===== config.mk =====
export PLATFORM = sky130hd
export DESIGN_NAME = nsd_ctrl
export DESIGN_NICKNAME = d
export VERILOG_FILES = /design/src/design/nsd_pkg.sv /design/src/design/nsd_ctrl.sv
export SDC_FILE = /design/constraint.sdc
export NUM_CORES = 1
export LEC_CHECK = 0
export ABC_AREA = 1
export ABC_CLOCK_PERIOD_IN_PS = 1990
export BUFFER_PORTS_ARGS = -buffer_cell sky130_fd_sc_hd__buf_2
export CAP_MARGIN = 10
export CORE_ASPECT_RATIO = 1.1
export CORE_MARGIN = 2
export CORE_UTILIZATION = 43
export DETAILED_ROUTE_END_ITERATION = 8
export PLACE_DENSITY = 0.69
export SYNTH_ARGS = -nofsm -noshare
export SYNTH_HDL_FRONTEND = slang
export SYNTH_SLANG_ARGS = --single-unit

===== constraint.sdc =====
create_clock -name clk -period 1.99 [get_ports clk]
set_input_delay 0.0995 -clock clk [delete_from_list [all_inputs] [get_ports clk]]
set_output_delay 0.0995 -clock clk [all_outputs]
set_load 0.02 [all_outputs]

===== src/design/nsd_pkg.sv =====
// shared types, widths and codes for the nearest segment direction block
package nsd_pkg;

  localparam int CW         = 32;        // coordinate width, Q16.16
  localparam int DW         = CW + 1;    // differences of two coordinates
  localparam int OW         = CW + 2;    // projected offset
  localparam int EW         = CW + 3;    // residual w - o
  localparam int MW         = EW;        // multiplier operand width
  localparam int PW         = 2 * MW;    // product width
  localparam int AW         = PW + 2;    // accumulator and divider width
  localparam int FW         = 32;        // fraction bits of t
  localparam int QW         = FW + 1;    // quotient width
  localparam int SW         = QW + 1;    // square root working width
  localparam int DISTW      = 64;
  localparam int DIRW       = 16;
  localparam int CNTW       = 6;
  localparam int DIV_STEPS  = QW;
  localparam int SQRT_STEPS = (QW + 1) / 2;
  localparam logic [CNTW-1:0] MUL_LAST  = CNTW'(3);
  localparam logic [CNTW-1:0] DIV_LAST  = CNTW'(DIV_STEPS - 1);
  localparam logic [CNTW-1:0] SQRT_LAST = CNTW'(SQRT_STEPS - 1);
  localparam logic [1:0]      COMP_LAST = 2'd2;
  localparam logic [DIRW-1:0] DIR_MAX   = 16'd32767;

  typedef struct packed {
    logic                 kind;
    logic signed [CW-1:0] start_x;
    logic signed [CW-1:0] start_y;
    logic signed [CW-1:0] start_z;
    logic signed [CW-1:0] end_x;
    logic signed [CW-1:0] end_y;
    logic signed [CW-1:0] end_z;
    logic                 last;
  } in_item_t;

  typedef struct packed {
    logic signed [DIRW-1:0] dir_x;
    logic signed [DIRW-1:0] dir_y;
    logic signed [DIRW-1:0] dir_z;
    logic                   degenerate;
  } out_item_t;

  typedef enum logic [2:0] {
    OP_NONE, OP_DOT, OP_LEN, OP_PROJ, OP_DIST, OP_NORM, OP_NUM
  } op_t;

  typedef enum logic [3:0] {
    ST_IDLE, ST_DOT, ST_LEN, ST_DECIDE, ST_DIV, ST_PROJ, ST_DIST, ST_UPDATE,
    ST_NORM, ST_SQM, ST_SQA, ST_CDIV, ST_SQI, ST_SQRT, ST_STORE, ST_OUT
  } state_t;

  typedef struct packed {
    logic       load_point;
    logic       load_seg;
    op_t        mul_sel;
    logic [1:0] mul_k;
    op_t        acc_sel;
    logic [1:0] acc_k;
    logic       decide;
    logic       div_step;
    logic       div_first;
    logic       sqrt_init;
    logic       sqrt_step;
    logic       store_dir;
    logic [1:0] dir_k;
    logic       update;
    logic       last;
    logic       out_load;
  } cmd_t;

  typedef struct packed {
    logic need_div;
    logic span_zero;
  } sts_t;

endpackage


===== src/design/nsd_ctrl.sv =====
// controller: sequences multiply, divide and square root steps for segment items
module nsd_ctrl (
  input  logic          clk,
  input  logic          rst_n,
  input  logic          in_valid,
  output logic          in_ready,
  input  logic          in_kind,
  input  logic          in_last,
  input  logic          out_ready,
  output logic          out_valid,
  input  nsd_pkg::sts_t sts,
  output nsd_pkg::cmd_t cmd
);
  import nsd_pkg::*;

  state_t          state_r, state_nxt;
  logic [CNTW-1:0] cnt_r, cnt_nxt;
  logic [1:0]      comp_r, comp_nxt;
  logic            last_r, last_nxt;
  logic            out_valid_r, out_valid_nxt;
  logic            accept;
  logic            out_load;

  assign in_ready  = (state_r == ST_IDLE);
  assign accept    = in_valid && in_ready;
  assign out_valid = out_valid_r;
  assign out_load  = (state_r == ST_OUT) && (!out_valid_r || out_ready);

  always_ff @(posedge clk) begin
    if (!rst_n) begin
      state_r     <= ST_IDLE;
      cnt_r       <= '0;
      comp_r      <= '0;
      last_r      <= 1'b0;
      out_valid_r <= 1'b0;
    end else begin
      state_r     <= state_nxt;
      cnt_r       <= cnt_nxt;
      comp_r      <= comp_nxt;
      last_r      <= last_nxt;
      out_valid_r <= out_valid_nxt;
    end
  end

  always_comb begin
    state_nxt     = state_r;
    cnt_nxt       = cnt_r + CNTW'(1);
    comp_nxt      = comp_r;
    last_nxt      = last_r;
    out_valid_nxt = out_valid_r;
    if (out_load) begin
      out_valid_nxt = 1'b1;
    end else if (out_ready) begin
      out_valid_nxt = 1'b0;
    end
    case (state_r)
      ST_IDLE: begin
        cnt_nxt = '0;
        if (accept && in_kind) begin
          last_nxt  = in_last;
          state_nxt = ST_DOT;
        end
      end
      ST_DOT: begin
        if (cnt_r == MUL_LAST) begin
          cnt_nxt   = '0;
          state_nxt = ST_LEN;
        end
      end
      ST_LEN: begin
        if (cnt_r == MUL_LAST) begin
          cnt_nxt   = '0;
          state_nxt = ST_DECIDE;
        end
      end
      ST_DECIDE: begin
        cnt_nxt   = '0;
        state_nxt = sts.need_div ? ST_DIV : ST_DIST;
      end
      ST_DIV: begin
        if (cnt_r == DIV_LAST) begin
          cnt_nxt   = '0;
          state_nxt = ST_PROJ;
        end
      end
      ST_PROJ: begin
        if (cnt_r == MUL_LAST) begin
          cnt_nxt   = '0;
          state_nxt = ST_DIST;
        end
      end
      ST_DIST: begin
        if (cnt_r == MUL_LAST) begin
          cnt_nxt   = '0;
          state_nxt = ST_UPDATE;
        end
      end
      ST_UPDATE: begin
        cnt_nxt   = '0;
        state_nxt = last_r ? ST_NORM : ST_IDLE;
      end
      ST_NORM: begin
        if (cnt_r == MUL_LAST) begin
          cnt_nxt   = '0;
          comp_nxt  = '0;
          state_nxt = sts.span_zero ? ST_OUT : ST_SQM;
        end
      end
      ST_SQM: begin
        state_nxt = ST_SQA;
      end
      ST_SQA: begin
        cnt_nxt   = '0;
        state_nxt = ST_CDIV;
      end
      ST_CDIV: begin
        if (cnt_r == DIV_LAST) begin
          state_nxt = ST_SQI;
        end
      end
      ST_SQI: begin
        cnt_nxt   = '0;
        state_nxt = ST_SQRT;
      end
      ST_SQRT: begin
        if (cnt_r == SQRT_LAST) begin
          state_nxt = ST_STORE;
        end
      end
      ST_STORE: begin
        if (comp_r == COMP_LAST) begin
          state_nxt = ST_OUT;
        end else begin
          comp_nxt  = comp_r + 2'd1;
          state_nxt = ST_SQM;
        end
      end
      ST_OUT: begin
        if (out_load) begin
          state_nxt = ST_IDLE;
        end
      end
      default: begin
        state_nxt = ST_IDLE;
      end
    endcase
  end

  always_comb begin
    cmd = '0;
    case (state_r)
      ST_IDLE: begin
        cmd.load_point = accept && !in_kind;
        cmd.load_seg   = accept && in_kind;
      end
      ST_DOT: begin
        cmd.mul_sel = (cnt_r < MUL_LAST) ? OP_DOT : OP_NONE;
        cmd.mul_k   = cnt_r[1:0];
        cmd.acc_sel = (cnt_r != '0) ? OP_DOT : OP_NONE;
        cmd.acc_k   = cnt_r[1:0] - 2'd1;
      end
      ST_LEN: begin
        cmd.mul_sel = (cnt_r < MUL_LAST) ? OP_LEN : OP_NONE;
        cmd.mul_k   = cnt_r[1:0];
        cmd.acc_sel = (cnt_r != '0) ? OP_LEN : OP_NONE;
        cmd.acc_k   = cnt_r[1:0] - 2'd1;
      end
      ST_DECIDE: begin
        cmd.decide = 1'b1;
      end
      ST_DIV, ST_CDIV: begin
        cmd.div_step  = 1'b1;
        cmd.div_first = (cnt_r == '0);
      end
      ST_PROJ: begin
        cmd.mul_sel = (cnt_r < MUL_LAST) ? OP_PROJ : OP_NONE;
        cmd.mul_k   = cnt_r[1:0];
        cmd.acc_sel = (cnt_r != '0) ? OP_PROJ : OP_NONE;
        cmd.acc_k   = cnt_r[1:0] - 2'd1;
      end
      ST_DIST: begin
        cmd.mul_sel = (cnt_r < MUL_LAST) ? OP_DIST : OP_NONE;
        cmd.mul_k   = cnt_r[1:0];
        cmd.acc_sel = (cnt_r != '0) ? OP_DIST : OP_NONE;
        cmd.acc_k   = cnt_r[1:0] - 2'd1;
      end
      ST_UPDATE: begin
        cmd.update = 1'b1;
        cmd.last   = last_r;
      end
      ST_NORM: begin
        cmd.mul_sel = (cnt_r < MUL_LAST) ? OP_NORM : OP_NONE;
        cmd.mul_k   = cnt_r[1:0];
        cmd.acc_sel = (cnt_r != '0) ? OP_NORM : OP_NONE;
        cmd.acc_k   = cnt_r[1:0] - 2'd1;
      end
      ST_SQM: begin
        cmd.mul_sel = OP_NORM;
        cmd.mul_k   = comp_r;
      end
      ST_SQA: begin
        cmd.acc_sel = OP_NUM;
      end
      ST_SQI: begin
        cmd.sqrt_init = 1'b1;
      end
      ST_SQRT: begin
        cmd.sqrt_step = 1'b1;
      end
      ST_STORE: begin
        cmd.store_dir = 1'b1;
        cmd.dir_k     = comp_r;
      end
      ST_OUT: begin
        cmd.out_load = out_load;
      end
      default: begin
        cmd = '0;
      end
    endcase
  end

endmodule


# After elaboration in Yosys (flattened, before gate mapping)
# Index checks and enable logic that the tools add are counted.
# totals
ff_bits,14
input_bits,8
output_inout_bits,25
# classes
add_sub_neg,3
n_lt_le_gt_ge,1
eq_ne,30
n_mux,44
n_reduce_logical,18
# ops
operator,n
$pmux W4 S16,1
$mux W4,11
$eq A4 B4 Y1 const B,8
$pmux W5 S6,1
$mux W2,11
$mux W3,7
$ne A2 B2 Y1 const B,10
$pmux W3 S6,1
$pmux W6 S3,1
$eq A4 B3 Y1 const B,4
$mux W6,2
$reduce_and A10 Y1,1
$reduce_or A5 Y1,2
$eq A4 B2 Y1 const B,2
$mux W1,8
$add A6 B1 Y6 const B,1
$eq A6 B2 Y1 const B,1
$eq A6 B5 Y1 const B,1
$eq A6 B6 Y1 const B,1
$logic_not A6 Y1,1
$lt A6 B2 Y1 const B,1
$reduce_bool A6 Y1,1
$eq A4 B1 Y1 const B,1
$logic_and A1 B1 Y1,4
12 further kinds,14

# Longest topological paths before layout
# Gate-level depths: netlist of the first run.
# logic_depth
depth_word,5
depth_mapped,12
ltp_nobuf,12

# Least setup slack after synthesis of the first run
# No wires, ideal clock.
# synth_timing
path_type,register to register
start,reg state_r[2]
end,reg state_r[1]
setup_ns,0.114
arrival_time_ns,1.342
required_time_ns,1.876
slack_ns,0.534
stages_incl_launch_ff,10
path_buffers,0
period_less_slack_ns,1.456
path_cell_list,dfxtp_1 -> nand2_1 -> nor2_1 -> nand2_1 -> nand2_1 -> nor2_4 -> nand2_4 -> nand2_1 -> nand2_1 -> nor2_1
# synth_between
elab_chain_cells,5
elab_cells_between_ends,31
cone_classes,eq/ne (25); mux (1); reduce/logical (5)
# synth_lines
item,line_no,source
start: declaration,nsd_ctrl.sv:16,"state_t state_r, state_nxt;"
start signal: assignment,nsd_ctrl.sv:37,state_r <= state_nxt;
$logic_not A4 Y1,"nsd_ctrl.sv:24, nsd_ctrl.sv:56",
$logic_and A1 B1 Y1,nsd_ctrl.sv:25,assign accept = in_valid && in_ready;
$logic_and A1 B1 Y1,nsd_ctrl.sv:59,if (accept && in_kind) begin
$ne A2 B1 Y1 (no line),n/a,
$reduce_and A10 Y1 (no line),n/a,
# Parallel ways exist; a longest one is shown, timed or not.
# A chain may end at the register's enable or synchronous reset.

==> parameters.txt, run 1 <==
Parameter                              Value

Floorplanning
  Core region area    2470 sq um
  Die W    52.2 um
  Overall die area    2980 sq um
  Total number of placement rows    19
  I/O pin count    33
  Vertical die dimension    57.1 um
  Initial core utilization    0.445

Placement
  Post-detailed-placement half-perimeter wirelength    2.16 mm
  RePlAce Congestion    0.954
  Total of buffers placed on input and output ports    32

Clock tree
  Post-CTS Resized    0
  Clk Latency, worst-skew pair    290 ps
  H-Tree Level Count    1
  Clock Tree Root    sky130_fd_sc_hd__clkbuf_4
  Clock tree from TritonCTS    yes
  Clock-pin slew on the worst setup and hold paths    90 ps
  TritonCTS Sinks    14
  Clock Tree Buf Depth    2
  Number of buffers inserted for hold repair after clock tree synthesis    0
  Post-CTS setup buffer count    0
  Number of CTS-inserted buffers    3

Synthesis
  Synthesized area    1100 sq um
  Xor/xnor share of the synthesized area    0.0239
  Post-synthesis adder-cell area fraction    0.0341
  Sequential fraction of the synthesis area    0.255
  Dominant combinational cell family by area after synthesis    simple AND/OR/NAND/NOR gates
  Number of nets in the synthesized netlist    195
  Count of cell types in the netlist    28
  Synth Register Bits    14
  Warning count from the yosys run    0
  Instance count of the mapped netlist    184
  Average instance area after synthesis    5.98 sq um
  Post-synthesis share of cell area spent on and, or, nand and nor gates    0.420
  Synthesized-area fraction occupied by ao, oa, aoi and oai cells    0.134
  Mux cell area share after synthesis    0

Job
  # Max-Cap Violations    0

Final layout
  Sequential cell area    280 sq um
  Layout area overhead    20.7%
  Diode count    0
  Multi-input gate area    674 sq um
  Share of final-layout standard cells stronger than drive strength 1    0.265
  Filler cell count    282
  Final-stage net count    231

Worst setup path
  Critical path launch point type    flip-flop
  Max incr delay on CP    480 ps
  Largest fanout on the critical path    6
  Critical-path cell with the highest stage delay    sky130_fd_sc_hd__dfxtp_1
  Critical path type    reg2out
  CP top delay family    flip-flops
  Crit path required time    1890 ps
  Worst setup EP type    primary output
  Endpoint arrival time on the critical path    1660 ps
  Critical path buffer and inverter count    3
  Critical Path, Cell by Cell    inv_2 > nand2_1 > inv_2 > nand2_1 > a21boi_0 > o21ai_0 > buf_2

Global routing
  Number of global-route vias before repair    1058
  Global-route usage over all layers    0.204
  First-pass GRT wire length    4.49 mm
  Maximum number of pins on one net before global-route repair    9
  Initial antenna violation count    0
  Total congestion overflow after global routing    0

Routing
  Via density per instance    4.82
  1st-pass router iterations    4
  Iter 0 DRT Violations    33
  Routed wire length    2.69 mm
  Vias after detailed routing    1204
  Average wire per cell in the routed design    10.8 um
  Post-detailed-route DRC marker count    0
  Final antenna-violating net count    0

STA
  Post-route fraction of the period consumed by the critical path    0.885
  Setup TNS    0 ps
  Setup skew after layout    3.71 ps
  Worst relative slew slack    0.822
  Max Transition Viols Final    0
  Hold Fails Final Rpt    0
  Highest achievable clock rate    568 MHz
  Min Clock Period, post-route    1760 ps
  Slew at the pin closest to its max-slew limit    267 ps
  Setup violators final    0
  Setup repair after global routing missed its margin    no

Power
  VDD IR-drop max    0.000714 V
  Design Power    1.73 mW
  Power density relative to cell area    1300 nW/um^2
  Cell leakage power    0.773 nW

Hold path
  Hold WC Path Type    in2reg

Run status
  Result of the run    complete, no violations
==> final timing paths <==
path,start,endpoint,slack (ps),depth (start not counted)
max,state_r[2],cmd[18],230,7
min,in_last,last_r,80,3
max reg2reg,cnt_r[0],state_r[0],480,12
min reg2reg,last_r,last_r,480,2
==> routing by layer <==
metal,up-vias,part of all wire,track usage,routed length (um)
li1,632,-,-,-
met1,527,0.43,0.253,1150
met4,0,0.028,0.117,75
met3,7,0.065,0.0262,176
met5,-,0,0,0
met2,38,0.48,0.335,1300
==> cell usage in the layout, fill, tap and decap left out, types with 3 or more instances in the layout <==
master	synthesis	routed
sky130_fd_sc_hd__o21ai_0	7	7
sky130_fd_sc_hd__nand2_2	7	7
sky130_fd_sc_hd__dfxtp_1	14	14
sky130_fd_sc_hd__a21oi_1	8	8
sky130_fd_sc_hd__nor2_1	38	38
sky130_fd_sc_hd__clkbuf_4	0	3
sky130_fd_sc_hd__buf_2	0	32
sky130_fd_sc_hd__inv_2	4	4
sky130_fd_sc_hd__nand2_1	38	38
sky130_fd_sc_hd__nand3_1	10	10
sky130_fd_sc_hd__ha_1	3	3
sky130_fd_sc_hd__inv_1	33	33
==> synth_stat cells <==
cell type                  instances  area, sq um
sky130_fd_sc_hd__o22ai_1           2         12.5
sky130_fd_sc_hd__buf_4             1         7.51
sky130_fd_sc_hd__inv_1            33          124
sky130_fd_sc_hd__nand2_1          38          143
sky130_fd_sc_hd__nand2_2           7         43.8
sky130_fd_sc_hd__nor3_1            1         5.00
sky130_fd_sc_hd__inv_2             4         15.0
sky130_fd_sc_hd__o21ai_0           7         35.0
sky130_fd_sc_hd__nand4_1           1         6.26
sky130_fd_sc_hd__nor2_2            2         12.5
sky130_fd_sc_hd__a21oi_1           8         40.0
sky130_fd_sc_hd__nand3_1          10         50.1
sky130_fd_sc_hd__nor3_2            1         10.0
sky130_fd_sc_hd__xor2_1            1         8.76
sky130_fd_sc_hd__or2_2             1         6.26
sky130_fd_sc_hd__ha_1              3         37.5
sky130_fd_sc_hd__nand3_2           1         10.0
sky130_fd_sc_hd__a21oi_4           1         16.3
sky130_fd_sc_hd__a21boi_0          1         7.51
sky130_fd_sc_hd__nand2_4           2         22.5
sky130_fd_sc_hd__nor2_4            1         11.3
sky130_fd_sc_hd__dfxtp_1          14          280
sky130_fd_sc_hd__o211ai_2          1         12.5
sky130_fd_sc_hd__a31o_2            1         8.76
sky130_fd_sc_hd__nor2_1           38          143
sky130_fd_sc_hd__a22oi_1           1         7.51
sky130_fd_sc_hd__o211ai_1          1         7.51
sky130_fd_sc_hd__xnor2_1           2         17.5
==> tightest hold or removal path, delay by kind of cell <==
kind / cells / cell delay, ps
compound gates: 2 / 170
buf+inv: 1 / 70
==> flip-flops by register name, summed over array words and instances (netlist names) <==
signal	flops
cnt_r	6
state_r	4
last_r	1
out_valid	1
comp_r	2
==> metrics by stage <==
step                      std cells  hold WS [ps]  worst slack, ps   util  area (sq um)
after detailed placement        246           397              498  0.523          1290
after global routing            250           105             18.6  0.537          1330
after global placement          246           397              497  0.523          1290
after floorplan                 184           220              534      -          1100
final                           250          83.3              230  0.537          1330
after CTS                       250          89.7              241  0.537          1330
==> report_power, final <==
group	internal [mW]	switching [mW]	leakage, nW
Clock	0.112	0.108	0.0210
Sequential	0.329	0.0711	0.114
Combinational	0.364	0.745	0.638
==> layout make-up <==
class                   count  area share
well taps                  31      0.0292
clock buffers               4      0.0273
flip-flops and latches     14       0.211
repair buffers             32       0.121
multi-input cells         132       0.508
inverters                  37       0.105
==> logic make-up after synthesis <==
kind of cell | count (synthesis)
XOR/XNOR | 3
AO/OA/AOI/OAI | 23
adder cells (fa/ha/maj) | 3
flip-flops | 14
buffers and inverters | 38
AND/OR/NAND/NOR | 103
No activity file was read; power rests on OpenSTA's default activity.
==> run 2: changes to the inputs <==
Settings changed: ABC_AREA 1 to default, PLACE_DENSITY 0.69 to 0.68, SKIP_LAST_GASP from default to 1.
==> run 2 against run 1 <==
- critical path depth fell by 1
- largest power group unchanged
- clock-buffer cell count did not move
- setup slack got worse by 130 ps
==> parameters.txt, run 2 <==
Parameter                              Value

Run status
  Result of the run    complete, no violations

Floorplanning
  I/O pin count    33 (unchanged)
  Die W    54.3 um (+4.0%)
  Core region area    2700 sq um (+9.3%)
  Vertical die dimension    59.4 um (+4.0%)
  Total number of placement rows    20 (+1)
  Initial core utilization    0.444 (-0.00183)
  Overall die area    3230 sq um (+8.2%)

Synthesis
  Synth Register Bits    14 (unchanged)
  Fraction of post-synthesis cell area in the top cell type by area    0.234 (-0.0207)
  Top_reg_cell synth    sky130_fd_sc_hd__dfxtp_1
  Commonest cells in the synthesized netlist    sky130_fd_sc_hd__nor2_1 (26), sky130_fd_sc_hd__dfxtp_1 (14), sky130_fd_sc_hd__nand2_1 (14)
  Warning count from the yosys run    0 (unchanged)
  EDFF count, synth    0 (unchanged)
  Synthesized area    1200 sq um (+8.9%)
  Average instance area after synthesis    7.59 sq um (+27%)
  Library cell occupying the most area in the post-synthesis netlist    sky130_fd_sc_hd__dfxtp_1
  Number of nets in the synthesized netlist    169 (-13%)
  Most common cell in the netlist    sky130_fd_sc_hd__nor2_1
  Sequential fraction of the synthesis area    0.234 (-0.0207)
  Count of cell types in the netlist    50 (+79%)
  Share of synthesized registers carrying an async set or reset    0 (unchanged)
  Area contributors post-synth    sky130_fd_sc_hd__dfxtp_1 (23%), sky130_fd_sc_hd__nor2_1 (8.1%), sky130_fd_sc_hd__nand2_1 (4.4%)
  Instance count of the mapped netlist    158 (-14%)

Final layout
  Final-stage net count    205 (-11%)
  Reg with most FFs    cnt_r
  Biggest regs    cnt_r x6, state_r x4, comp_r x2
  Layout area overhead    20.8% (about the same)
  Max reg flops    6 (unchanged)
  Post-Layout Cell Count    226 (-9.6%)
  Share of final-layout standard cells stronger than drive strength 1    0.321 (+0.0564)
  Filler cell count    266 (-5.7%)
  Commonest non-fill, non-tap cell in the layout    sky130_fd_sc_hd__buf_2
  Commonest cells after routing, fill and taps aside    sky130_fd_sc_hd__buf_2 (32), sky130_fd_sc_hd__nor2_1 (26), sky130_fd_sc_hd__nand2_1 (14)
  Diode count    0 (unchanged)

Worst setup path
  Largest fanout on the critical path    8 (+2)
  Worst setup EP type    primary output
  Endpoint arrival time on the critical path    1790 ps (+130 ps)
  Critical path type    reg2out
  Crit path required time    1890 ps (about the same)
  Worst Reg-to-Reg Cells    6 (-6)
  Reg2Reg Setup Slack    330 ps (-150 ps)
  Critical path launch point type    flip-flop

STA
  Final Worst Setup Slack    104 ps (-126 ps)
  Setup skew after layout    1.99 ps (-1.72 ps)
  Highest achievable clock rate    530 MHz (-6.7%)
  Post-route fraction of the period consumed by the critical path    0.948 (+0.0631)
  Setup violators final    0 (unchanged)
  Min Clock Period, post-route    1890 ps (+126 ps)
  Setup TNS    0 ps (unchanged)
  Max Transition Viols Final    0 (unchanged)
  Slew at the pin closest to its max-slew limit    455 ps (+188 ps)
  Worst relative slew slack    0.692 (-0.129)
  Hold Fails Final Rpt    0 (unchanged)
  Final-layout worst hold slack    68.3 ps (-15.0 ps)

Power
  VDD IR-drop max    0.000790 V (+11%)
  Cell leakage power    0.646 nW (-16%)
  Power density relative to cell area    1070 nW/um^2 (-17%)
  Design Power    1.55 mW (-10%)

Routing
  Via density per instance    5.67 (+18%)
  Average wire per cell in the routed design    13.6 um (+26%)
  Vias after detailed routing    1282 (+6.5%)
  Iter 0 DRT Violations    38 (+15%)
  Routed wire length    3.07 mm (+14%)
  1st-pass router iterations    4 (unchanged)
  Final antenna-violating net count    0 (unchanged)
  Post-detailed-route DRC marker count    0 (unchanged)

Clock tree
  Clk Latency, worst-skew pair    290 ps (about the same)
  Clock-pin slew on the worst setup and hold paths    90 ps (about the same)
  H-Tree Level Count    1 (unchanged)
  Clock tree from TritonCTS    yes
  Clock Tree Root    sky130_fd_sc_hd__clkbuf_4
  Clock Tree Buf Depth    2 (unchanged)
  Number of CTS-inserted buffers    3 (unchanged)
  Number of buffers inserted for hold repair after clock tree synthesis    0 (unchanged)
  TritonCTS Sinks    14 (unchanged)

Placement
  Post-detailed-placement half-perimeter wirelength    2.33 mm (+7.6%)
  RePlAce Congestion    0.877 (-8.0%)
  Dpl ws    182 ps (-316 ps)
  Total of buffers placed on input and output ports    32 (unchanged)
  Placed insts    221 (-10%)

Hold path
  Number of cells on the worst hold path    3 (unchanged)
  Hold WC Path Type    in2reg

Job
  # Max-Cap Violations    0 (unchanged)

Global routing
  Number of global-route vias before repair    1178 (+11%)
  First-pass GRT wire length    5.20 mm (+16%)
  Total congestion overflow after global routing    0 (unchanged)
  Initial antenna violation count    0 (unchanged)
  Global-route usage over all layers    0.215 (+0.0115)
  Maximum number of pins on one net before global-route repair    16 (+7)
-- run 2: cell count changes in the layout (fill, tap and decap cells not counted), moves of 4 or more --
cell,change
sky130_fd_sc_hd__buf_4,+9
sky130_fd_sc_hd__dfxtp_1,-5
sky130_fd_sc_hd__dfxtp_2,+4
sky130_fd_sc_hd__inv_1,-28
sky130_fd_sc_hd__nand2_1,-24
sky130_fd_sc_hd__nand2_2,-6
sky130_fd_sc_hd__nand3_1,-6
sky130_fd_sc_hd__nor2_1,-12
sky130_fd_sc_hd__nor3_1,+6
-- run 2: cells by family (layout without fill, tap and decap cells) --
| logic type | count (synthesis) | count (layout) | share of synthesized area |
|---|---|---|---|
| adders and majority gates | 3 | 3 | 0.0313 |
| DFF | 14 | 14 | 0.234 |
| xor gates and xnor gates | 6 | 6 | 0.0438 |
| buffers and inverters | 17 | 52 | 0.0825 |
| muxes | 3 | 3 | 0.0251 |
| AOI/OAI and AO/OA | 40 | 40 | 0.248 |
| and+or+nand+nor | 75 | 75 | 0.335 |
-- run 2: metal layers --
layer	share of wire	track usage
met1	0.44	0.277
met5	0	0
met3	0.036	0.0253
met2	0.51	0.360
met4	0.014	0.0857
-- run 2: area by class of cell --
type	instances	area, sq um	share of cell area
flip-flops and latches	14	289	0.200
inverters	7	26.3	0.0182
multi-input cells	127	827	0.571
well taps	33	41.3	0.0285
repair buffers	41	228	0.157
clock buffers	4	36.3	0.0251
-- run 2: path summary, 6_finish.rpt --
path / startpoint / endpoint
hold reg to reg: comp_r[0] / comp_r[0]
hold / removal: in_last / last_r
setup / recovery: cnt_r[0] / cmd[14]
setup reg to reg: state_r[2] / state_r[2]
-- run 2: power by group --
part	leakage, nW	switching, mW	internal, mW
clock	0.0210	0.105	0.112
sequential	0.116	0.110	0.325
combinational	0.509	0.531	0.372
total	0.646	0.746	0.809
-- run 2: worst max-delay path, cell delays in order (launching register included) --
cell,delay (ps)
sky130_fd_sc_hd__dfxtp_1,480
sky130_fd_sc_hd__inv_1,80
sky130_fd_sc_hd__ha_1,240
sky130_fd_sc_hd__nand2_1,180
sky130_fd_sc_hd__nor2_1,60
sky130_fd_sc_hd__o32ai_1,240
sky130_fd_sc_hd__buf_2,210
-- run 2: timing repair --
action	4_1_cts	5_1_grt
setup endpoints to repair	4	7
pin swaps	0	1
resized for setup	1	7
setup buffers	0	1
-- run 2: metrics by stage --
stage	cell area (sq um)	utilization
2_1_floorplan	1200	-
3_3_place_gp	1390	0.513
3_5_place_dp	1390	0.513
4_1_cts	1430	0.527
5_1_grt	1450	0.536
6_report	1450	0.536
==> run 3: changes to the inputs <==
Settings changed: MAX_ROUTING_LAYER from default to met4.
==> run 3 against run 2 <==
- register-to-register slack barely moved
- critical endpoint unchanged
- final cell count did not move
- first-iteration DRC count increased by 16%
- clock power barely moved
- largest cell class unchanged
- core utilization did not move
==> parameters.txt, run 3 (synthesized netlist as in run 2, its figures left out) <==
Parameter                              Value

Worst setup path
  Critical Path, Cell by Cell    inv_1 > ha_1 > nand2_1 > nor2_1 > o32ai_1 > buf_2
  Critical path type    reg2out
  Max incr delay on CP    480 ps (about the same)
  Largest fanout on the critical path    8 (unchanged)
  Endpoint arrival time on the critical path    1790 ps (about the same)
  Crit path required time    1890 ps (about the same)
  CP top delay family    flip-flops
  Worst setup EP type    primary output
  Critical path buffer and inverter count    2 (unchanged)
  Critical-path cell with the highest stage delay    sky130_fd_sc_hd__dfxtp_1
  Critical path launch point type    flip-flop

Power
  Fraction of power spent switching nets    0.480 (about the same)
  Power density relative to cell area    1070 nW/um^2 (about the same)
  Combinational power share    0.581 (about the same)
  Internal power of the cells    0.809 mW (about the same)
  Power spent charging and discharging nets    0.746 mW (about the same)
  Clk network pwr share    0.139 (about the same)
  Cell leakage power    0.646 nW (unchanged)
  VDD IR-drop max    0.000791 V (+0.24%)
  Share of power burned in registers    0.280 (about the same)

Routing
  Average wire per cell in the routed design    13.5 um (-0.62%)
  1st-pass router iterations    4 (unchanged)
  Iter 0 DRT Violations    44 (+16%)
  Post-detailed-route DRC marker count    0 (unchanged)
  Final antenna-violating net count    0 (unchanged)
  Via density per instance    5.65 (-0.31%)
  Routed wire length    3.05 mm (-0.62%)
  Vias after detailed routing    1278 (-0.31%)

Floorplanning
  I/O pin count    33 (unchanged)
  Initial core utilization    0.444 (unchanged)
  Core region area    2700 sq um (unchanged)
  Vertical die dimension    59.4 um (unchanged)
  Die W    54.3 um (unchanged)
  Overall die area    3230 sq um (unchanged)
  Total number of placement rows    20 (unchanged)

Global routing
  Maximum number of pins on one net before global-route repair    16 (unchanged)
  First-pass GRT wire length    5.20 mm (-0.13%)
  Number of global-route vias before repair    1184 (+0.51%)
  Initial antenna violation count    0 (unchanged)
  Total congestion overflow after global routing    0 (unchanged)
  Global-route usage over all layers    0.221 (+0.00613)

Clock tree
  Clk Latency, worst-skew pair    290 ps (about the same)
  Clock Tree Root    sky130_fd_sc_hd__clkbuf_4
  Number of buffers inserted for hold repair after clock tree synthesis    0 (unchanged)
  Clock Tree Buf Depth    2 (unchanged)
  H-Tree Level Count    1 (unchanged)
  Number of CTS-inserted buffers    3 (unchanged)
  Clock tree from TritonCTS    yes
  TritonCTS Sinks    14 (unchanged)
  Clock-pin slew on the worst setup and hold paths    90 ps (about the same)

STA
  Setup violators final    0 (unchanged)
  Hold Fails Final Rpt    0 (unchanged)
  Max Transition Viols Final    0 (unchanged)
  Setup skew after layout    0.598 ps (-1.40 ps)
  Worst relative slew slack    0.693 (about the same)
  Slew at the pin closest to its max-slew limit    454 ps (-0.651 ps)
  Post-route fraction of the period consumed by the critical path    0.950 (+0.00243)
  Setup TNS    0 ps (unchanged)
  Min Clock Period, post-route    1890 ps (+4.84 ps)
  Final-layout worst hold slack    69.1 ps (+0.790 ps)
  Highest achievable clock rate    529 MHz (-0.26%)

Final layout
  Commonest cells after routing, fill and taps aside    sky130_fd_sc_hd__buf_2 (32), sky130_fd_sc_hd__nor2_1 (26), sky130_fd_sc_hd__nand2_1 (14)
  Filler cell count    266 (unchanged)
  Multi-input gate area    827 sq um (unchanged)
  Biggest regs    cnt_r x6, state_r x4, comp_r x2
  Layout area overhead    20.8% (unchanged)
  Final-stage net count    205 (unchanged)
  Commonest non-fill, non-tap cell in the layout    sky130_fd_sc_hd__buf_2
  Reg with most FFs    cnt_r
  Sequential cell area    289 sq um (unchanged)
  Max reg flops    6 (unchanged)
  Share of final-layout standard cells stronger than drive strength 1    0.321 (unchanged)
  Diode count    0 (unchanged)

Run status
  Result of the run    complete, no violations

Placement
  RePlAce Congestion    0.892 (+1.7%)
  Total of buffers placed on input and output ports    32 (unchanged)
  Post-detailed-placement half-perimeter wirelength    2.33 mm (unchanged)

Hold path
  Hold WC Path Type    in2reg

Job
  # Max-Cap Violations    0 (unchanged)
-- run 3: through the flow --
stage | std cells | setup WS [ps] | area, sq um | utilization | power [mW]
2_1_floorplan | 158 | 337 | 1200 | - | 1.11
6_report | 226 | 99.2 | 1450 | 0.536 | 1.56
3_3_place_gp | 221 | 237 | 1390 | 0.513 | 1.31
4_1_cts | 225 | 43.1 | 1430 | 0.527 | 1.55
5_1_grt | 226 | -10.2 | 1450 | 0.536 | 1.66
3_5_place_dp | 221 | 182 | 1390 | 0.513 | 1.33
-- run 3: final timing paths --
kind / from / to / slack, ps / cells after the start
max: cnt_r[0] / cmd[14] / 100 / 6
min: in_last / last_r / 70 / 3
max reg2reg: state_r[2] / state_r[2] / 330 / 6
min reg2reg: comp_r[0] / comp_r[0] / 500 / 1
-- run 3: routing by layer --
layer,track usage,vias up,routed length (um)
met4,0.0857,0,27
met5,-,-,0
li1,-,637,-
met3,0.0227,4,77
met2,0.361,20,1590
met1,0.277,617,1350
-- run 3: power groups by stage --
stage / logic [mW] / registers (mW) / clock network (mW)
2_1_floorplan: 0.761 / 0.346 / 0
3_3_place_gp: 0.883 / 0.426 / 0
3_5_place_dp: 0.898 / 0.430 / 0
4_1_cts: 0.901 / 0.426 / 0.222
5_1_grt: 0.983 / 0.445 / 0.228
6_report: 0.904 / 0.435 / 0.216
-- run 3: final cells by class --
| cell class | count | share of cell area |
|---|---|---|
| Multi-Input combinational cell | 127 | 0.571 |
| Sequential cell | 14 | 0.200 |
| Timing Repair Buffer | 41 | 0.157 |
| Tap cell | 33 | 0.0285 |
| Clock buffer | 4 | 0.0251 |
| Inverter | 7 | 0.0182 |
-- run 3: worst reg2reg max path, cell delays in order, from the launching register on --
cell	delay, ps
sky130_fd_sc_hd__dfxtp_2	450
sky130_fd_sc_hd__buf_4	190
sky130_fd_sc_hd__and4b_1	210
sky130_fd_sc_hd__o22ai_1	200
sky130_fd_sc_hd__o2111a_4	280
sky130_fd_sc_hd__nor2_1	60
sky130_fd_sc_hd__a31o_1	170
-- run 3: repair_timing --
item                       in CTS  in global routing
pin swaps                       0                  1
gates resized for setup         1                  7
setup buffers                   0                  1
setup endpoints to repair       4                  7
